==> src/design/pat_pkg.sv <==
package pat_pkg;

    localparam int NUM_SLOTS = 8;
    localparam int SLOT_W = 3;
    localparam int TIME_W = 48;
    localparam int PERIOD_W = 32;
    localparam int MAX_FIRES = 64;
    localparam int FIRE_CNT_W = $clog2(MAX_FIRES);
    localparam logic [PERIOD_W-1:0] FRAME_RESET = PERIOD_W'(486000000 / 4 / 60);

    // Operation of the shared adder.
    typedef enum logic [1:0] {
        U_ADD = 2'b01,
        U_CMP = 2'b10
    } t_unit_op;

    typedef struct packed {
        t_unit_op             op;
        logic [TIME_W-1:0]    a;
        logic [TIME_W-1:0]    b;
    } t_unit_req;

endpackage

==> src/design/pat_unit.sv <==
module pat_unit import pat_pkg::*; (
    input  t_unit_req          i_req,
    output logic [TIME_W-1:0]  o_sum,
    output logic               o_ge
);

    logic [TIME_W-1:0] w_b;
    logic [TIME_W:0]   w_full;

    // Compare is a - b done as a + ~b + 1; the carry out means a >= b.
    // Add saturates at all ones when the carry comes out.
    always_comb begin
        w_b = (i_req.op == U_CMP) ? ~i_req.b : i_req.b;
        w_full = {1'b0, i_req.a} + {1'b0, w_b}
                 + {{TIME_W{1'b0}}, (i_req.op == U_CMP)};
        o_ge = w_full[TIME_W];
        if (i_req.op == U_ADD && w_full[TIME_W]) begin
            o_sum = {TIME_W{1'b1}};
        end else begin
            o_sum = w_full[TIME_W-1:0];
        end
    end

endmodule

==> src/design/periodic_alarm_timer.sv <==
// Periodic alarm timer with eight slots.
// Command channel: a word is taken at a clock edge with i_start high and o_busy low.
// i_cmd selects arm (slot, fire time, period), cancel, advance by i_step, or
// advance by the frame period. Configuration: one write channel carrying the
// frame period; a write of zero is dropped. o_cfg_ready is high while idle.
// Results: each result word is on the o_ ports for one cycle, marked by o_valid,
// and the receiver cannot hold it off. o_last marks the final word of a command.
// Arm, cancel and frame advance give one word, which the execute state registers
// once the command is taken. A step advance scans the recency order
// one slot per cycle through the single shared 48-bit adder/comparator, until an
// armed slot is due; each firing then restarts the scan from the front, and at
// most 64 firings are handled per step. Each firing word comes out once the
// following scan has shown whether it is the last, or at once at the 64th firing.
// A new command is taken only when the previous one is finished (o_busy low).
// Reset clears the time, the armed bits, and restores the ascending slot order
// and the default frame period; slot times and periods are undefined until armed.
module periodic_alarm_timer import pat_pkg::*; (
    input  logic                 i_clk,
    input  logic                 i_rst_n,
    input  logic                 i_start,
    output logic                 o_busy,
    input  logic [1:0]           i_cmd,
    input  logic [SLOT_W-1:0]    i_slot,
    input  logic [TIME_W-1:0]    i_fire_time,
    input  logic [PERIOD_W-1:0]  i_repeat_period,
    input  logic [PERIOD_W-1:0]  i_step,
    input  logic                 i_cfg_valid,
    output logic                 o_cfg_ready,
    input  logic [PERIOD_W-1:0]  i_cfg_data,
    output logic                 o_valid,
    output logic                 o_fired,
    output logic [SLOT_W-1:0]    o_fired_slot,
    output logic                 o_last,
    output logic [TIME_W-1:0]    o_now_time,
    output logic [NUM_SLOTS-1:0] o_armed_mask
);

    typedef enum logic [3:0] {
        S_IDLE = 4'b0001,
        S_EXEC = 4'b0010,
        S_SCAN = 4'b0100,
        S_FIRE = 4'b1000
    } t_state;

    typedef enum logic [1:0] {
        C_ARM    = 2'd0,
        C_CANCEL = 2'd1,
        C_STEP   = 2'd2,
        C_FRAME  = 2'd3
    } t_cmd;

    t_state                r_state;
    t_cmd                  r_cmd;
    logic [SLOT_W-1:0]     r_slot;
    logic [TIME_W-1:0]     r_fire_in;
    logic [PERIOD_W-1:0]   r_per_in;
    logic [PERIOD_W-1:0]   r_step;
    logic [PERIOD_W-1:0]   r_frame;
    logic [TIME_W-1:0]     r_time;
    logic [TIME_W-1:0]     r_fire [NUM_SLOTS];
    logic [PERIOD_W-1:0]   r_period [NUM_SLOTS];
    logic [NUM_SLOTS-1:0]  r_armed;
    logic [SLOT_W-1:0]     r_order [NUM_SLOTS];
    logic [SLOT_W-1:0]     r_pos;
    logic [SLOT_W-1:0]     r_hit;
    logic [FIRE_CNT_W-1:0] r_cnt;
    logic                  r_pend;
    logic [SLOT_W-1:0]     r_pend_slot;
    logic [NUM_SLOTS-1:0]  r_pend_mask;

    logic                  r_out_valid;
    logic                  r_out_fired;
    logic [SLOT_W-1:0]     r_out_slot;
    logic                  r_out_last;
    logic [TIME_W-1:0]     r_out_time;
    logic [NUM_SLOTS-1:0]  r_out_mask;

    logic [NUM_SLOTS-1:0]  n_armed;
    logic [TIME_W-1:0]     n_time;
    logic [SLOT_W-1:0]     n_order [NUM_SLOTS];

    logic [SLOT_W-1:0]     w_addr;
    logic [TIME_W-1:0]     w_rd_fire;
    logic [PERIOD_W-1:0]   w_rd_period;
    t_unit_req             w_req;
    logic [TIME_W-1:0]     w_sum;
    logic                  w_ge;
    logic                  w_hit;
    logic                  w_in_range;
    logic [SLOT_W-1:0]     w_front_slot;
    logic [SLOT_W-1:0]     w_front_pos;
    logic [NUM_SLOTS-1:0]  w_order_seen;

    assign o_busy = (r_state != S_IDLE);
    assign o_cfg_ready = (r_state == S_IDLE);

    assign o_valid      = r_out_valid;
    assign o_fired      = r_out_fired;
    assign o_fired_slot = r_out_slot;
    assign o_last       = r_out_last;
    assign o_now_time   = r_out_time;
    assign o_armed_mask = r_out_mask;

    // One read port into the slot table: the scan position, or the slot being fired.
    assign w_addr      = (r_state == S_FIRE) ? r_hit : r_order[r_pos];
    assign w_rd_fire   = r_fire[w_addr];
    assign w_rd_period = r_period[w_addr];
    assign w_in_range  = ({1'b0, r_slot} < (SLOT_W + 1)'(NUM_SLOTS));

    always_comb begin
        w_req.op = U_ADD;
        w_req.a  = r_time;
        w_req.b  = '0;
        case (r_state)
            S_EXEC: begin
                w_req.b = (r_cmd == C_FRAME) ? TIME_W'(r_frame) : TIME_W'(r_step);
            end
            S_SCAN: begin
                w_req.op = U_CMP;
                w_req.b  = w_rd_fire;
            end
            S_FIRE: begin
                w_req.a = w_rd_fire;
                w_req.b = TIME_W'(w_rd_period);
            end
            default: begin
                w_req.b = '0;
            end
        endcase
    end

    pat_unit u_unit (
        .i_req (w_req),
        .o_sum (w_sum),
        .o_ge  (w_ge)
    );

    assign w_hit = r_armed[w_addr] & w_ge;

    // Move a slot to the front of the recency order: entries ahead of it shift down by one.
    assign w_front_slot = (r_state == S_FIRE) ? r_hit : r_slot;

    always_comb begin
        w_front_pos = SLOT_W'(NUM_SLOTS - 1);
        for (int i = NUM_SLOTS - 1; i >= 0; i--) begin
            if (r_order[i] == w_front_slot) begin
                w_front_pos = SLOT_W'(i);
            end
        end
        n_order[0] = w_front_slot;
        for (int i = 1; i < NUM_SLOTS; i++) begin
            if (SLOT_W'(i) <= w_front_pos) begin
                n_order[i] = r_order[i-1];
            end else begin
                n_order[i] = r_order[i];
            end
        end
    end

    always_comb begin
        n_armed = r_armed;
        n_time  = r_time;
        if (r_state == S_EXEC) begin
            case (r_cmd)
                C_ARM: begin
                    if (w_in_range) begin
                        n_armed[r_slot] = 1'b1;
                    end
                end
                C_CANCEL: begin
                    if (w_in_range) begin
                        n_armed[r_slot] = 1'b0;
                    end
                end
                C_STEP, C_FRAME: begin
                    n_time = w_sum;
                end
                default: begin
                    n_time = r_time;
                end
            endcase
        end else if (r_state == S_FIRE && w_rd_period == '0) begin
            n_armed[r_hit] = 1'b0;
        end
    end

    always_ff @(posedge i_clk) begin
        if (!i_rst_n) begin
            r_state     <= S_IDLE;
            r_time      <= '0;
            r_frame     <= FRAME_RESET;
            r_armed     <= '0;
            r_pos       <= '0;
            r_hit       <= '0;
            r_cnt       <= '0;
            r_pend      <= 1'b0;
            r_pend_slot <= '0;
            r_pend_mask <= '0;
            r_out_valid <= 1'b0;
            r_out_fired <= 1'b0;
            r_out_slot  <= '0;
            r_out_last  <= 1'b0;
            r_out_time  <= '0;
            r_out_mask  <= '0;
            for (int i = 0; i < NUM_SLOTS; i++) begin
                r_order[i] <= SLOT_W'(i);
            end
        end else begin
            r_out_valid <= 1'b0;
            r_armed     <= n_armed;
            r_time      <= n_time;
            if (i_cfg_valid && o_cfg_ready && i_cfg_data != '0) begin
                r_frame <= i_cfg_data;
            end
            case (r_state)
                S_IDLE: begin
                    if (i_start) begin
                        r_state <= S_EXEC;
                    end
                end
                S_EXEC: begin
                    if (r_cmd == C_STEP) begin
                        r_pos   <= '0;
                        r_cnt   <= '0;
                        r_pend  <= 1'b0;
                        r_state <= S_SCAN;
                    end else begin
                        if (r_cmd == C_ARM && w_in_range) begin
                            r_order <= n_order;
                        end
                        r_out_valid <= 1'b1;
                        r_out_fired <= 1'b0;
                        r_out_slot  <= '0;
                        r_out_last  <= 1'b1;
                        r_out_time  <= n_time;
                        r_out_mask  <= n_armed;
                        r_state     <= S_IDLE;
                    end
                end
                S_SCAN: begin
                    if (w_hit) begin
                        // Another firing follows, so the held word is not the last.
                        if (r_pend) begin
                            r_out_valid <= 1'b1;
                            r_out_fired <= 1'b1;
                            r_out_slot  <= r_pend_slot;
                            r_out_last  <= 1'b0;
                            r_out_time  <= r_time;
                            r_out_mask  <= r_pend_mask;
                        end
                        r_hit   <= w_addr;
                        r_state <= S_FIRE;
                    end else if (r_pos == SLOT_W'(NUM_SLOTS - 1)) begin
                        r_out_valid <= 1'b1;
                        r_out_fired <= r_pend;
                        r_out_slot  <= r_pend ? r_pend_slot : '0;
                        r_out_last  <= 1'b1;
                        r_out_time  <= r_time;
                        r_out_mask  <= r_pend ? r_pend_mask : r_armed;
                        r_pend      <= 1'b0;
                        r_state     <= S_IDLE;
                    end else begin
                        r_pos <= r_pos + 1'b1;
                    end
                end
                S_FIRE: begin
                    if (w_rd_period != '0) begin
                        r_order <= n_order;
                    end
                    r_cnt <= r_cnt + 1'b1;
                    r_pos <= '0;
                    if (r_cnt == FIRE_CNT_W'(MAX_FIRES - 1)) begin
                        r_out_valid <= 1'b1;
                        r_out_fired <= 1'b1;
                        r_out_slot  <= r_hit;
                        r_out_last  <= 1'b1;
                        r_out_time  <= r_time;
                        r_out_mask  <= n_armed;
                        r_pend      <= 1'b0;
                        r_state     <= S_IDLE;
                    end else begin
                        r_pend      <= 1'b1;
                        r_pend_slot <= r_hit;
                        r_pend_mask <= n_armed;
                        r_state     <= S_SCAN;
                    end
                end
                default: begin
                    r_state <= S_IDLE;
                end
            endcase
        end
    end

    // Command word and slot table.
    always_ff @(posedge i_clk) begin
        if (r_state == S_IDLE && i_start) begin
            r_cmd     <= t_cmd'(i_cmd);
            r_slot    <= i_slot;
            r_fire_in <= i_fire_time;
            r_per_in  <= i_repeat_period;
            r_step    <= i_step;
        end
        if (r_state == S_EXEC && r_cmd == C_ARM && w_in_range) begin
            r_fire[r_slot]   <= r_fire_in;
            r_period[r_slot] <= r_per_in;
        end else if (r_state == S_FIRE && w_rd_period != '0) begin
            r_fire[r_hit] <= w_sum;
        end
    end

    always_comb begin
        w_order_seen = '0;
        for (int i = 0; i < NUM_SLOTS; i++) begin
            w_order_seen[r_order[i]] = 1'b1;
        end
    end

    a_order_perm: assert property (@(posedge i_clk) disable iff (!i_rst_n)
        &w_order_seen)
        else $error("recency order is not a permutation of the slots");

    a_quiet_is_last: assert property (@(posedge i_clk) disable iff (!i_rst_n)
        (o_valid && !o_fired) |-> (o_last && o_fired_slot == '0))
        else $error("word without a firing is not a lone final word");

    a_valid_from_work: assert property (@(posedge i_clk) disable iff (!i_rst_n)
        o_valid |-> ($past(r_state) != S_IDLE))
        else $error("result word without a command in progress");

    a_fire_armed: assert property (@(posedge i_clk) disable iff (!i_rst_n)
        (r_state == S_FIRE) |-> r_armed[r_hit])
        else $error("firing a slot that is not armed");

endmodule
==> config.mk <==
export PLATFORM = sky130hd
export DESIGN_NAME = periodic_alarm_timer
export DESIGN_NICKNAME = d
export VERILOG_FILES = /design/src/design/pat_pkg.sv /design/src/design/pat_unit.sv /design/src/design/periodic_alarm_timer.sv
export SDC_FILE = /design/constraint.sdc
export NUM_CORES = 2
export LEC_CHECK = 0
export ABC_AREA = 1
export BUFFER_PORTS_ARGS = -buffer_cell sky130_fd_sc_hd__buf_4
export CAP_MARGIN = 20
export CORE_ASPECT_RATIO = 1.25
export CORE_UTILIZATION = 38
export CTS_CLUSTER_SIZE = 12
export DETAILED_ROUTE_END_ITERATION = 6
export PLACE_DENSITY = 0.52
export SYNTH_ARGS = -nofsm -noshare
export SYNTH_HDL_FRONTEND = slang
export SYNTH_SLANG_ARGS = --single-unit
==> constraint.sdc <==
create_clock -name i_clk -period 8.2 [get_ports i_clk]
set_clock_uncertainty 0.2 [all_clocks]
set_input_delay 0.41 -clock i_clk [delete_from_list [all_inputs] [get_ports i_clk]]
set_output_delay 0.41 -clock i_clk [all_outputs]
set_load 0.05 [all_outputs]
Word-level counts from Yosys, hierarchy flattened
Memories as Yosys holds them, arrays and structs flattened.
Index checks and enable logic that the tools add are counted.

cells by class
  eq/ne operators = 30
  bitwise logic cells = 9
  order comparisons = 13
  add/subtract/negate cells = 4
  reductions and logical operators = 25
  mux-type cells = 102

operators with widths
  cell                                                                           count
  48-bit 2-to-1 mux                                                              11
  48-bit one-hot mux with 3 select lines                                         2
  3-bit 2-to-1 mux                                                               29
  24-bit 2-to-1 mux                                                              3
  8-bit 2-to-1 mux                                                               8
  32-bit nonzero test                                                            2
  48-bit by 48-bit adder with 49-bit output                                      1
  49-bit by 1-bit adder with 49-bit output                                       1
  48-bit NOT                                                                     1
  24-bit one-hot mux with 2 select lines                                         1
  48-bit OR reduction                                                            1
  32-bit logical NOT                                                             1
  32-bit 2-to-1 mux                                                              1
  1-bit 2-to-1 mux                                                               28
  8-bit one-hot mux with 3 select lines                                          1
  3-bit equality test                                                            7
  3-bit one-hot mux with 3 select lines                                          2
  8-bit bitwise AND                                                              2
  2-bit inequality test (second input constant)                                  8
  8-bit NOT                                                                      2
  4-bit one-hot mux with 4 select lines                                          1
  8-bit one-hot mux with 2 select lines                                          1
  3-bit <= comparator (first input constant)                                     4
  3-bit by 4-bit less-than comparator with 1-bit output (second input constant)  3
  other kinds (37)                                                               62

storage, ports and cells
  register bits = 319
  RAM bits = 640
  bits of input ports = 153
  word-level logic and storage cells = 214
  memories kept = 2
  output and inout bits = 64

memories
  memory    depth  width  rd ports  clocked after Yosys merged registers in  wr ports  line                        text
  r_fire    8      48     1         0                                        1         periodic_alarm_timer.sv:60  logic [TIME_W-1:0] r_fire [NUM_SLOTS];
  r_period  8      32     1         0                                        1         periodic_alarm_timer.sv:61  logic [PERIOD_W-1:0] r_period [NUM_SLOTS];

Longest topological paths before layout
An unclocked memory read counts as a cell.

  word-level depth = 17
  gate-level depth with buffers = 38
  depth with buffers taken out = 34

Hierarchy
A second synthesis with hierarchy kept.

second synthesis, totals
  cells, all modules = 4603
  area, all modules = 44426.4 µm²

by module, submodules not included
  module                instances  area an instance (µm²)  sequential area each (µm²)  cells each
  periodic_alarm_timer  1          39603.0                 26775.7                     3627
  pat_unit              1          4823.4                  0.0                         976

Worst setup path after synthesis
OpenSTA, ideal clock, no wires.

  path kind = flip-flop to flip-flop
  start = register r_state[3]
  end = register r_cmd[0] (enable)
  buffers on the path = 0
  required time = 7.406 ns
  clock period less this slack = 6.789 ns
  stages on the path, launching flop included = 4
  setup time = 0.594 ns
  arrival time = 5.995 ns
  setup slack = 1.411 ns
  path through = dfxtp_1 > nor2_1 > nand3_1 > nor2_1

on the way
  cells in the longest elaborated chain, start to end = 2

RTL lines
  what                                            line                         text
  from (decl)                                     periodic_alarm_timer.sv:52   t_state r_state;
  from (signal assigned)                          periodic_alarm_timer.sv:189  r_state <= S_IDLE;
  from (signal assigned)                          periodic_alarm_timer.sv:218  r_state <= S_EXEC;
  from (signal assigned)                          periodic_alarm_timer.sv:226  r_state <= S_SCAN;
  4-bit by 1-bit equality test with 1-bit output  periodic_alarm_timer.sv:297  if (r_state == S_IDLE && i_start) begin
  1-bit logical AND                               periodic_alarm_timer.sv:297
  to (signal assigned)                            periodic_alarm_timer.sv:298  r_cmd <= t_cmd'(i_cmd);
  to (decl)                                       periodic_alarm_timer.sv:53   t_cmd r_cmd;

Every way passes these cells.
A chain may end at the register's enable or synchronous reset.

Final worst setup path
  start = register r_pos[0]
  end = register r_out_time[35], in the netlist o_now_time[35]

on the way
  cells in the longest elaborated chain, start to end = 17
  elaborated cells between the ends (all ways) = 27
  those cells by class = 2 x add/sub; 3 x eq/ne; 15 x mux; 3 x bitwise; 2 x reduce/logical; 2 x memory

RTL lines
  what                                                    line                         text
  from (decl)                                             periodic_alarm_timer.sv:64   logic [SLOT_W-1:0] r_pos;
  from (signal assigned)                                  periodic_alarm_timer.sv:263  r_pos <= r_pos + 1'b1;
  3-bit NOT with 4-bit output (implied by the code)       periodic_alarm_timer.sv:105  assign w_addr = (r_state == S_FIRE) ? r_hit : r_order[r_pos];
  3-bit binary-select mux with 3-bit select               periodic_alarm_timer.sv:105
  3-bit 2-to-1 mux (implied by the code) (2 in a row)     periodic_alarm_timer.sv:105
  3-bit 2-to-1 mux                                        periodic_alarm_timer.sv:105
  memory 8 x 32 bit or memory 8 x 48 bit (tied branches)  n/a
  48-bit one-hot mux with 3 select lines                  periodic_alarm_timer.sv:114  case (r_state)
  48-bit NOT                                              pat_unit.sv:13               w_b = (i_req.op == U_CMP) ? ~i_req.b : i_req.b;
  48-bit 2-to-1 mux                                       pat_unit.sv:13
  48-bit by 48-bit adder with 49-bit output               pat_unit.sv:14               w_full = {1'b0, i_req.a} + {1'b0, w_b}
  49-bit by 1-bit adder with 49-bit output                pat_unit.sv:15               + {{TIME_W{1'b0}}, (i_req.op == U_CMP)};
  1-bit logical AND                                       pat_unit.sv:17               if (i_req.op == U_ADD && w_full[TIME_W]) begin
  48-bit 2-to-1 mux                                       pat_unit.sv:17
  48-bit 2-to-1 mux                                       periodic_alarm_timer.sv:164  case (r_cmd)
  48-bit 2-to-1 mux                                       periodic_alarm_timer.sv:163  if (r_state == S_EXEC) begin
  48-bit 2-to-1 mux                                       periodic_alarm_timer.sv:222  if (r_cmd == C_STEP) begin
  48-bit one-hot mux with 3 select lines                  periodic_alarm_timer.sv:215  case (r_state)
  to (signal assigned)                                    periodic_alarm_timer.sv:235  r_out_time <= n_time;
  to (signal assigned)                                    periodic_alarm_timer.sv:248  r_out_time <= r_time;
  to (signal assigned)                                    periodic_alarm_timer.sv:258  r_out_time <= r_time;
  to (decl)                                               periodic_alarm_timer.sv:75   logic [TIME_W-1:0] r_out_time;

Several ways; a longest one is shown, not always the timed one. The select of a mux whose other input is x is not followed.

==> impl_metrics.tcl <==
set metrics [dict create \
    yosys_warnings 0 \
    clkSinkCount 959 \
    status "completed" \
    crit_fanout 110 \
    worstSetupPathType "flip-flop to flip-flop" \
    synth_cells 4216 \
    grt_pass1_vias 31477 \
    cts_tree "built" \
    detail-route-antenna-nets 0 \
    netlist_area_mm2 0.0422 \
    synth_fp_nets 4420 \
    grt_first_pass_wirelength_mm 207 \
    cap_viol_max_count 0 \
    dp.cells 5723 \
    period_needed_ns 7.57 \
    finalHoldViolCount 0 \
    dr.pass1.iters 6 \
    timing.fmax_mhz 132 \
    drc_errors 0 \
    crit_path_frequent_cell "nand2_1" \
    overflow 0 \
    clockBufferDepth 3 \
    async_flop_share 0 \
    grt_max_degree 119 \
    avgSynthCellArea_um2 10.0 \
    synth_edf_count 757 \
    power_leakage_uw 0.0189 \
    maxSlewHeadroom 0.338 \
    worstPathRequired_ns 8.62 \
    area_growth_pct 19.1 \
    grt_antenna_before_repair 2 \
    setup_viol 0 \
    die_h_um 375 \
    gp_congestion 0.979 \
    finalCoreUtilization 0.457 \
    core_mm2 0.110 \
    die_area_mm2 0.112 \
    start_kind "flip-flop" \
    synth_flop_cell "edfxtp_1" \
    cp-end-kind "flip-flop" \
    rsz0062_at_grt "false" \
    ios 217 \
    cts_buffers 101 \
    ys_ff_latch 959 \
    fp-row-count 136 \
    wire_per_inst_um 23.2 \
    drt_iter0_drc 2931 \
    cpLargestDelayFamily "compound AO/OA/AOI/OAI gates" \
    root_buffer "clkbuf_16" \
    portBuffers 216 \
    initial_core_util 0.384 \
    final_layout_size_suffix_gt1_frac 0.105 \
    hpwl_mm 91.5 \
    irDropWorstVdd_v 0.000172 \
    cts_resized 0 \
    drv_slew 0 \
    cts_max_level 3 \
    slowest_stage "buf_4" \
    setup_tns_ns 0 \
    finalWirelength_mm 141 \
    stdcell_count 6063 \
    yosysSeqAreaShare 0.634 \
    viasPerCell 5.38 \
    r2r_setup_slack_ns 0.63 \
    diodes 0 \
    worst_pin_slew_ns 0.993 \
    clkTransAtPathRegs_ns 0.07 \
    finalCritPeriodShare 0.923 \
    hold_path_class "input port to flip-flop" \
    cp.buffers_inverters 6 \
    slowest_delay_ns 0.56 \
    fin_nets 4731 \
    power.density_mw_per_mm2 215 \
    synth.distinct_cells 57 \
    arrival_ns 7.99 \
    fp.dieW_um 300 \
    grtUsageTotal 0.248 \
    clk_latency_ns 0.71 \
    vias 32606 \
]
cells in the mapped netlist (all sizes together), types with 21 or more instances:
cell type | number | area, um^2
xor2 | 26 | 228
buf | 79 | 439
o211ai | 21 | 158
nand2 | 1138 | 4300
a31oi | 106 | 663
a21oi | 193 | 966
ha | 50 | 626
inv | 262 | 983
a32o | 51 | 510
clkbuf | 151 | 567
dfxtp | 202 | 4040
nand3 | 407 | 2060
o21ai | 275 | 1400
nor2 | 318 | 1220
edfxtp | 757 | 22700
cell usage in the layout, fill, tap and decap left out, types with 14 or more instances in the layout:
cell type | Yosys | final
a21oi_1 | 193 | 193
a31oi_1 | 106 | 106
a32o_1 | 51 | 51
a32oi_1 | 14 | 14
buf_4 | 8 | 276
clkbuf_1 | 151 | 48
clkbuf_16 | 0 | 103
dfxtp_1 | 202 | 202
dlygate4sd3_1 | 0 | 150
edfxtp_1 | 757 | 757
ha_1 | 50 | 50
inv_1 | 255 | 253
nand2_1 | 1133 | 1128
nand3_1 | 405 | 405
nand4_1 | 18 | 18
nor2_1 | 314 | 296
nor2_4 | 3 | 21
nor3_1 | 17 | 17
nor4_1 | 16 | 15
o211ai_1 | 21 | 21
o21ai_0 | 259 | 259
o221ai_1 | 15 | 15
xor2_1 | 26 | 26
metrics by stage:
step / hold slack (ns) / area (um^2) / setup WS (ns) / power (uW)
after CTS: 0.0918 / 50300 / 0.711 / 10900
after global routing: 0.115 / 50300 / 0.0700 / 11100
final: 0.106 / 50300 / 0.631 / 10800
after global placement: 0.239 / 45500 / 0.870 / 6270
after detailed placement: 0.245 / 45600 / 0.745 / 6270
after floorplan: 0.225 / 42200 / 1.41 / 5940
layer usage:
metal,up-vias,wire [um],track usage
li1,15349,-,-
met1,15937,58800,0.320
met2,1085,69100,0.423
met3,235,7650,0.0275
met4,0,5290,0.0995
met5,-,0,0
repair_timing:
action,4_1_cts,5_1_grt
setup buffers,0,0
endpoints found under the hold margin,151,0
hold buffers,150,0
worst paths after layout:
kind                  startpoint              to  depth (start not counted)
setup / recovery        r_pos[0]  o_now_time[35]                         30
hold / removal           i_rst_n      r_time[32]                          3
setup reg to reg        r_pos[0]  o_now_time[35]                         30
hold reg to reg   r_pend_slot[1]  r_pend_slot[1]                          2
kinds of logic (layout without fill, tap and decap cells):
group / after synthesis / in the layout / share of synthesized area
adder cells (fa/ha/maj): 51 / 51 / 0.0153
XOR/XNOR: 38 / 38 / 0.00788
AND/OR/NAND/NOR: 1934 / 1934 / 0.190
AO/OA/AOI/OAI: 734 / 734 / 0.105
buffers and inverters: 495 / 893 / 0.0474
multiplexers: 5 / 5 / 0.00121
flip-flops: 959 / 959 / 0.634
state kept, by name (all words and copies together) (netlist names), 3 cells and up:
register	count
r_slot	3
r_armed	8
o_armed_mask	8
o_now_time	48
r_fire_in	48
r_pend_slot	3
r_pend_mask	8
r_period	256
r_step	32
r_fire	384
r_cnt	6
r_time	48
r_order	24
r_frame	32
r_per_in	32
r_state	4
r_pos	3
r_hit	3
o_fired_slot	3
report_power, final:
group / internal (uW) / switching [uW]
Clock: 2600 / 1960
Sequential: 5360 / 71.6
Combinational: 263 / 533
Total: 8230 / 2560
worst register-to-register path, delay by kind of cell (launching register included):
| kind | cells | cell delay (ns) |
|---|---|---|
| buffers and inverters | 6 | 2.08 |
| AND/OR/NAND/NOR | 11 | 1.91 |
| AO/OA/AOI/OAI | 12 | 2.55 |
| adder cells (fa/ha/maj) | 1 | 0.32 |
| flip-flops | 1 | 0.43 |
area by class of cell:
cell class,instances,area [um^2]
Fill cell,10350,59800
Sequential cell,959,26800
Multi-Input combinational cell,2762,13600
Timing Repair Buffer,438,3820
Clock buffer,159,2870
Tap cell,1449,1810
Inverter,265,1010
Clock inverter,31,377
No activity file was read; power rests on OpenSTA's default activity.
